===== config.mk =====
export PLATFORM = sky130hd
export DESIGN_NAME = modbus_request_framer_crc16_top
export DESIGN_NICKNAME = d
export VERILOG_FILES = /design/src/design/mrf_pkg.sv /design/src/design/modbus_request_framer_crc16_top.sv /design/src/design/mrf_front.sv /design/src/design/mrf_queue.sv /design/src/design/mrf_back.sv
export SDC_FILE = /design/constraint.sdc
export NUM_CORES = 1
export LEC_CHECK = 0
export BUFFER_PORTS_ARGS = -buffer_cell sky130_fd_sc_hd__clkbuf_2
export CAP_MARGIN = 5
export CORE_MARGIN = 5
export CORE_UTILIZATION = 30
export DETAILED_ROUTE_END_ITERATION = 8
export PLACE_DENSITY_LB_ADDON = 0.3
export SYNTH_ARGS = -nofsm -noshare
export SYNTH_HDL_FRONTEND = slang
export SYNTH_SLANG_ARGS = --single-unit

===== constraint.sdc =====
create_clock -name clk -period 4.6 [get_ports clk]
set_clock_uncertainty 0.05 [all_clocks]
set_input_delay 0.46 -clock clk [delete_from_list [all_inputs] [get_ports clk]]
set_output_delay 0.46 -clock clk [all_outputs]
set_load 0.005 [all_outputs]

===== src/design/mrf_pkg.sv =====
// ----------------------------------------------------------------------------
// mrf_pkg
// Shared types, constants and CRC helpers for the Modbus RTU request framer.
// ----------------------------------------------------------------------------
`default_nettype none

package mrf_pkg;

  localparam logic [7:0]  FC_READ    = 8'h03;
  localparam logic [7:0]  FC_WRITE   = 8'h06;
  localparam logic [15:0] CRC_POLY   = 16'hA001;
  localparam logic [15:0] CRC_RESET  = 16'hFFFF;
  localparam int          FRAME_LEN  = 8;
  localparam int          BODY_LEN   = 6;
  localparam int          IDX_W      = $clog2(FRAME_LEN);
  localparam int          S_DATA_W   = 56;
  localparam int          M_DATA_W   = 8;

  localparam logic [IDX_W-1:0] IDX_CRC_LO = IDX_W'(BODY_LEN);
  localparam logic [IDX_W-1:0] IDX_LAST   = IDX_W'(FRAME_LEN - 1);

  typedef struct packed {
    logic [15:0]     crc_init;
    logic [5:0][7:0] body;
  } frame_req_t;

  // Table entry of the reflected CRC-16 (entry 1 is 0xC0C1).
  function automatic logic [15:0] crc_table(input logic [7:0] idx);
    logic [15:0] c;
    c = {8'h00, idx};
    for (int k = 0; k < 8; k++) begin
      c = c[0] ? ((c >> 1) ^ CRC_POLY) : (c >> 1);
    end
    return c;
  endfunction

  function automatic logic [15:0] crc_update(input logic [15:0] crc, input logic [7:0] b);
    return (crc >> 8) ^ crc_table(crc[7:0] ^ b);
  endfunction

endpackage

`default_nettype wire


===== src/design/modbus_request_framer_crc16_top.sv =====
// ----------------------------------------------------------------------------
// modbus_request_framer_crc16_top
// Modbus RTU request framer: one request word in, eight frame bytes out.
// ----------------------------------------------------------------------------
// Each request word becomes an 8-byte RTU frame on the master side: address,
// function code (0x03 read, 0x06 write), register address, count or value,
// then the CRC-16 low and high byte, with tlast on the last. The master side
// moves one byte per clock while m_tready is high. A two-entry queue sits
// between the request side and the byte sender, so new requests are taken
// while a frame is still going out. On an idle block, a request is written
// into the queue, then loaded into the sender's request register, and its
// first byte is then registered onto the master side.
`default_nettype none

module modbus_request_framer_crc16_top (
  input  wire logic                          clk,
  input  wire logic                          rst,
  input  wire logic                          s_tvalid,
  output logic                               s_tready,
  // device_address[7:0], register_address[23:8], read_count[39:24],
  // write_value[55:40]
  input  wire logic [mrf_pkg::S_DATA_W-1:0]  s_tdata,
  // action[0]
  input  wire logic [0:0]                    s_tuser,
  output logic                               m_tvalid,
  input  wire logic                          m_tready,
  // frame_byte[7:0]
  output logic [mrf_pkg::M_DATA_W-1:0]       m_tdata,
  output logic                               m_tlast,
  input  wire logic                          cfg_valid,
  output logic                               cfg_ready,
  input  wire logic [15:0]                   cfg_data
);

  mrf_pkg::frame_req_t wr_data;
  mrf_pkg::frame_req_t rd_data;
  logic                q_wr;
  logic                q_ready;
  logic                q_rd;
  logic                q_valid;

  mrf_front u_front (
    .clk       (clk),
    .rst       (rst),
    .s_tvalid  (s_tvalid),
    .s_tready  (s_tready),
    .s_tdata   (s_tdata),
    .s_tuser   (s_tuser),
    .cfg_valid (cfg_valid),
    .cfg_ready (cfg_ready),
    .cfg_data  (cfg_data),
    .q_wr      (q_wr),
    .q_ready   (q_ready),
    .q_data    (wr_data)
  );

  mrf_queue u_queue (
    .clk      (clk),
    .rst      (rst),
    .wr       (q_wr),
    .wr_ready (q_ready),
    .wr_data  (wr_data),
    .rd       (q_rd),
    .rd_valid (q_valid),
    .rd_data  (rd_data)
  );

  mrf_back u_back (
    .clk      (clk),
    .rst      (rst),
    .q_valid  (q_valid),
    .q_rd     (q_rd),
    .q_data   (rd_data),
    .m_tvalid (m_tvalid),
    .m_tready (m_tready),
    .m_tdata  (m_tdata),
    .m_tlast  (m_tlast)
  );

endmodule

`default_nettype wire


===== src/design/mrf_front.sv =====
// ----------------------------------------------------------------------------
// mrf_front
// Accepts request words, holds the CRC start register and builds frame bodies.
// ----------------------------------------------------------------------------
`default_nettype none

module mrf_front (
  input  wire logic                          clk,
  input  wire logic                          rst,
  input  wire logic                          s_tvalid,
  output logic                               s_tready,
  input  wire logic [mrf_pkg::S_DATA_W-1:0]  s_tdata,
  input  wire logic [0:0]                    s_tuser,
  input  wire logic                          cfg_valid,
  output logic                               cfg_ready,
  input  wire logic [15:0]                   cfg_data,
  output logic                               q_wr,
  input  wire logic                          q_ready,
  output mrf_pkg::frame_req_t                q_data
);

  logic [15:0] crc_start;
  logic [7:0]  device_address;
  logic [15:0] register_address;
  logic [15:0] read_count;
  logic [15:0] write_value;
  logic [15:0] operand;
  logic [7:0]  func_code;

  assign cfg_ready = 1'b1;

  always_ff @(posedge clk) begin
    if (rst) begin
      crc_start <= mrf_pkg::CRC_RESET;
    end else if (cfg_valid && cfg_ready) begin
      crc_start <= cfg_data;
    end
  end

  assign device_address   = s_tdata[7:0];
  assign register_address = s_tdata[23:8];
  assign read_count       = s_tdata[39:24];
  assign write_value      = s_tdata[55:40];

  assign operand   = s_tuser[0] ? write_value : read_count;
  assign func_code = s_tuser[0] ? mrf_pkg::FC_WRITE : mrf_pkg::FC_READ;

  assign s_tready = q_ready;
  assign q_wr     = s_tvalid && q_ready;

  always_comb begin
    q_data.crc_init = crc_start;
    q_data.body[0]  = device_address;
    q_data.body[1]  = func_code;
    q_data.body[2]  = register_address[15:8];
    q_data.body[3]  = register_address[7:0];
    q_data.body[4]  = operand[15:8];
    q_data.body[5]  = operand[7:0];
  end

endmodule

`default_nettype wire


===== src/design/mrf_queue.sv =====
// ----------------------------------------------------------------------------
// mrf_queue
// Two-entry queue of frame requests between the front and back parts.
// ----------------------------------------------------------------------------
`default_nettype none

module mrf_queue (
  input  wire logic                clk,
  input  wire logic                rst,
  input  wire logic                wr,
  output logic                     wr_ready,
  input  wire mrf_pkg::frame_req_t wr_data,
  input  wire logic                rd,
  output logic                     rd_valid,
  output mrf_pkg::frame_req_t      rd_data
);

  mrf_pkg::frame_req_t mem [2];
  logic                wr_ptr;
  logic                rd_ptr;
  logic [1:0]          count;

  assign wr_ready = (count != 2'd2);
  assign rd_valid = (count != 2'd0);
  assign rd_data  = mem[rd_ptr];

  always_ff @(posedge clk) begin
    if (wr && wr_ready) begin
      mem[wr_ptr] <= wr_data;
    end
  end

  always_ff @(posedge clk) begin
    if (rst) begin
      wr_ptr <= 1'b0;
      rd_ptr <= 1'b0;
      count  <= 2'd0;
    end else begin
      if (wr && wr_ready) begin
        wr_ptr <= ~wr_ptr;
      end
      if (rd && rd_valid) begin
        rd_ptr <= ~rd_ptr;
      end
      case ({wr && wr_ready, rd && rd_valid})
        2'b10:   count <= count + 2'd1;
        2'b01:   count <= count - 2'd1;
        default: count <= count;
      endcase
    end
  end

endmodule

`default_nettype wire


===== src/design/mrf_back.sv =====
// ----------------------------------------------------------------------------
// mrf_back
// Sends one frame byte per word, folding each body byte into the CRC.
// ----------------------------------------------------------------------------
`default_nettype none

module mrf_back (
  input  wire logic                          clk,
  input  wire logic                          rst,
  input  wire logic                          q_valid,
  output logic                               q_rd,
  input  wire mrf_pkg::frame_req_t           q_data,
  output logic                               m_tvalid,
  input  wire logic                          m_tready,
  output logic [mrf_pkg::M_DATA_W-1:0]       m_tdata,
  output logic                               m_tlast
);

  mrf_pkg::frame_req_t      req;
  logic                     busy;
  logic [mrf_pkg::IDX_W-1:0] idx;
  logic [15:0]              crc;
  logic [7:0]               byte_sel;
  logic                     advance;
  logic                     at_last;

  assign advance = !m_tvalid || m_tready;
  assign at_last = (idx == mrf_pkg::IDX_LAST);
  assign q_rd    = q_valid && (!busy || (advance && at_last));

  always_comb begin
    case (idx)
      3'd0:    byte_sel = req.body[0];
      3'd1:    byte_sel = req.body[1];
      3'd2:    byte_sel = req.body[2];
      3'd3:    byte_sel = req.body[3];
      3'd4:    byte_sel = req.body[4];
      3'd5:    byte_sel = req.body[5];
      3'd6:    byte_sel = crc[7:0];
      default: byte_sel = crc[15:8];
    endcase
  end

  always_ff @(posedge clk) begin
    if (rst) begin
      busy     <= 1'b0;
      m_tvalid <= 1'b0;
      idx      <= '0;
    end else begin
      if (advance) begin
        m_tvalid <= busy;
        if (busy) begin
          m_tdata <= byte_sel;
          m_tlast <= at_last;
          if (idx < mrf_pkg::IDX_CRC_LO) begin
            crc <= mrf_pkg::crc_update(crc, byte_sel);
          end
        end
      end
      if (q_rd) begin
        req  <= q_data;
        crc  <= q_data.crc_init;
        idx  <= '0;
        busy <= 1'b1;
      end else if (advance && busy) begin
        idx <= idx + 3'd1;
        if (at_last) begin
          busy <= 1'b0;
        end
      end
    end
  end

endmodule

`default_nettype wire


==> impl_summary.txt <==
----------------------------------------------------
[Floorplan]
  Die width ... 176 um
  Overall die area ... 0.0311 mm2
  Floorplan Core Area ... 0.0271 mm2
  Effective utilization at floorplan ... 30.6%
  Number of top-level pins ... 90
  Number of placement rows ... 60
  Overall die height ... 176 um

[GRT]
  Overall overflow remaining after global route ... 0
  Tot GR Track Use ... 10.9%
  Antenna violations before repair ... 0
  Via count of the first global-routing pass ... 4735
  Maximum number of pins on one net before global-route repair ... 36
  Global-route wire length before repair ... 26.6 mm

[STA]
  PnR worst setup slack ... 0.977 ns
  Measured slew at the worst slew-check pin ... 0.861 ns
  Shortest clock period the worst path allows after layout ... 3.62 ns
  Final Max Tran Viols ... 0
  Final-report setup violation count ... 0
  Max Fclk ... 0.276 GHz
  Hold Fails Final Rpt ... 0
  Relative slew slack ... 42.5%
  Setup repair after global routing missed its margin ... no
  Sum Neg Setup Slack ... 0 ns
  Final period util ... 78.8%

[Clock network]
  Number of clock buffers inserted by TritonCTS ... 23
  Clock latency on the worst-skew pair ... 0.50 ns
  Number of hold-repair buffers added at the cts stage ... 0
  Root cell of the clock tree ... clkbuf_16
  Number of sinks on the clock net ... 209
  Longest Clk Path Bufs ... 3
  CTS H-tree lvls ... 1
  Clock tree from TritonCTS ... done
  Clock slew seen by the registers of the worst setup and hold paths ... 0.06 ns
  Buffer count from post-CTS setup fixing ... 0
  Post-cts resize count ... 0

[Finish]
  Count of inserted antenna diode cells ... 0
  Nets ... 670
  Layout overhead on the synthesized area ... 19.5%
  Finished Layout Cells ... 973
  # fillers ... 2544
  Total non-filler cell area in the finished layout ... 0.00991 mm2
  Share of layout cells above drive strength 1 ... 34.8%

[Synth]
  Seq cells post-synth ... 209
  Compound-gate portion of the synthesized area ... 6.53%
  Arithmetic-cell share of the synthesized area counting full adders, half adders and majority gates ... 1.06%
  Synthesized-area fraction occupied by xor and xnor cells ... 3.55%
  Number of enable-type register cells in the synthesized netlist ... 183
  Cell Area, Synth ... 0.00829 mm2
  Avg Cell Area, Syn ... 16.9 um2
  Primary flip-flop cell chosen by synthesis mapping ... edfxtp_1
  Share of flip-flops with an asynchronous set or reset after synthesis ... 0%
  Portion of the post-synthesis area used by sequential elements ... 72.6%
  Portion of netlist area occupied by mux cells ... 10.8%
  Simple-gate portion of the synthesized area ... 3.68%
  Net count of the mapped netlist ... 576
  Number of cells produced by synthesis ... 491
  Yosys warning count ... 0
  Distinct cell type count after synthesis ... 46
  Combinational family with the most area after synthesis ... multiplexers

[Run]
  Max-cap check violation count ... 0

[Detailed routing]
  Number of search-and-repair iterations in the first detailed-routing pass ... 5
  DRC violation count after routing ... 0
  Total number of vias ... 4373
  Count of antenna-violating nets left after detailed routing ... 0
  Routed wire per std cell ... 17.4 um
  Wire length after detailed routing ... 16.9 mm
  DR iter-0 viols ... 232
  Average via count per standard cell ... 4.49

[Place]
  Cell count after placement ... 932
  GP Congestion ... 0.843
  Worst setup slack before clock tree synthesis ... 1.08 ns
  Number of buffer cells added on primary ports ... 88
  Detailed placement HPWL ... 11.9 mm
  Post-DP Area ... 0.00916 mm2

[Pwr]
  Fraction of power spent switching nets ... 29.7%
  Internal power summed over all cells ... 4.82 mW
  Leakage power figure ... 3.45 nW
  Net switching power ... 2.04 mW
  Areal power density over the cells ... 692 mW/mm2
  Flop pwr share ... 42.1%
  Clock power share ... 25.9%
  Combinational group share of total power ... 32.0%
  Worst ir drop on vdd ... 0.394 mV

[Worst setup path]
  Required time of the critical path ... 4.90 ns
  Critical path start-end classification ... reg2reg
  Category of the worst setup path capture point ... register
  Startpoint Class ... register
  Data arrival time of the worst path ... 3.92 ns
  Worst-path maximum fanout ... 17

[Run status]
  Status ... finished clean

[Hold path]
  Tightest Hold Check Type ... in2reg

----------------------------------------------------
-- state kept, by name, indices dropped and copies added (netlist names), 2 cells and up, named ones only --
name	cells
u_back.m_tdata	8
u_front.crc_start	16
u_queue.count	2
u_back.idx	3
u_queue.mem	116
u_back.req	42
u_back.crc	16
-- placed cells by master, fill, tap and decap left out, drive strengths merged, types with 3 or more instances in the layout --
master    n
clkbuf  118
dfxtp    26
mux2     62
a21oi    24
edfxtp  183
nand2     8
xor2      7
o22a      5
nor3      3
ha        7
nor2     23
a22oi     6
nor2b    17
buf       8
a211o    16
a32oi     4
inv       6
clkinv    7
xnor2    17
a221oi    5
mux2i    20
nand2b    4
-- per-layer routing --
metal  routed length (um)  GRT usage, %  vias to the layer above
met2                 7900          17.3                      121
li1                     -             -                     2078
met3                  853          2.18                       35
met1                 7780          15.2                     2139
met4                  395          3.35                        0
met5                    0             0                        -
-- stage by stage --
| step | power, mW | utilization, % | hold slack [ns] |
|---|---|---|---|
| 2_1_floorplan | 4.62 | - | 0.368 |
| 3_3_place_gp | 5.13 | 33.8 | 0.375 |
| 3_5_place_dp | 5.16 | 33.8 | 0.379 |
| 4_1_cts | 6.97 | 36.6 | 0.0818 |
| 5_1_grt | 7.26 | 36.6 | 0.0831 |
| 6_report | 6.85 | 36.6 | 0.102 |
-- synthesized netlist by cell type, drive strengths merged, types with 2 or more instances --
master | n | area, um2
edfxtp | 183 | 5500
mux2 | 62 | 698
dfxtp | 26 | 521
a21oi | 24 | 120
nor2 | 23 | 86.3
mux2i | 20 | 200
clkbuf | 17 | 63.8
nor2b | 17 | 106
xnor2 | 17 | 186
a211o | 16 | 140
buf | 10 | 61.3
nand2 | 8 | 30.0
ha | 7 | 87.6
xor2 | 7 | 61.3
a22oi | 6 | 45.0
a221oi | 5 | 43.8
o22a | 5 | 53.8
a32oi | 4 | 35.0
inv | 4 | 15.0
nand2b | 4 | 25.0
nor3 | 3 | 15.0
a211oi | 2 | 15.0
a221o | 2 | 20.0
a222oi | 2 | 20.0
a31oi | 2 | 12.5
o21ai | 2 | 10.0
xnor3 | 2 | 46.3
-- logic make-up after synthesis --
family,after synthesis
multiplexers,82
buffers and inverters,32
flip-flops,209
adder cells (fa/ha/maj),7
other,1
AND/OR/NAND/NOR,61
XOR/XNOR,26
AO/OA/AOI/OAI,73
-- critical path, cell delays in order, from the launching register on --
cell and delay (ns):
dfxtp_1 0.43, inv_1 0.09, ha_1 0.39, nor4_1 0.72, a31oi_1 0.10, a31oi_1 0.32, xnor2_1 0.16, xnor2_1 0.30
xnor3_2 0.44, xnor3_1 0.35, o21ai_1 0.12
-- power groups by stage --
stage / Sequential, mW / Clock, mW / Combinational (mW)
global placement: 2.94 / 0 / 2.19
detailed placement: 2.94 / 0 / 2.22
global route: 2.92 / 1.91 / 2.43
finish: 2.88 / 1.78 / 2.19
CTS: 2.90 / 1.83 / 2.24
floorplan: 2.80 / 0 / 1.82
-- cell type report --
| cell class | instances | area (um2) | area share, % |
|---|---|---|---|
| flip-flops and latches | 209 | 6020 | 60.7 |
| clock inverters | 11 | 96.3 | 0.973 |
| multi-input cells | 250 | 2160 | 21.8 |
| well taps | 372 | 465 | 4.70 |
| repair buffers | 96 | 500 | 5.05 |
| clock buffers | 30 | 652 | 6.58 |
| inverters | 5 | 18.8 | 0.189 |
-- path summary, 6_finish.rpt --
check,from,end,slack [ns],cells past startpoint
max,u_back.idx[1],u_back.crc[0],0.98,10
min,s_tdata[4],u_queue.mem[1][4],0.10,1
max reg2reg,u_back.idx[1],u_back.crc[0],0.98,10
min reg2reg,u_front.crc_start[2],u_queue.mem[0][45],0.39,0
No activity file was read; power rests on OpenSTA's default activity.
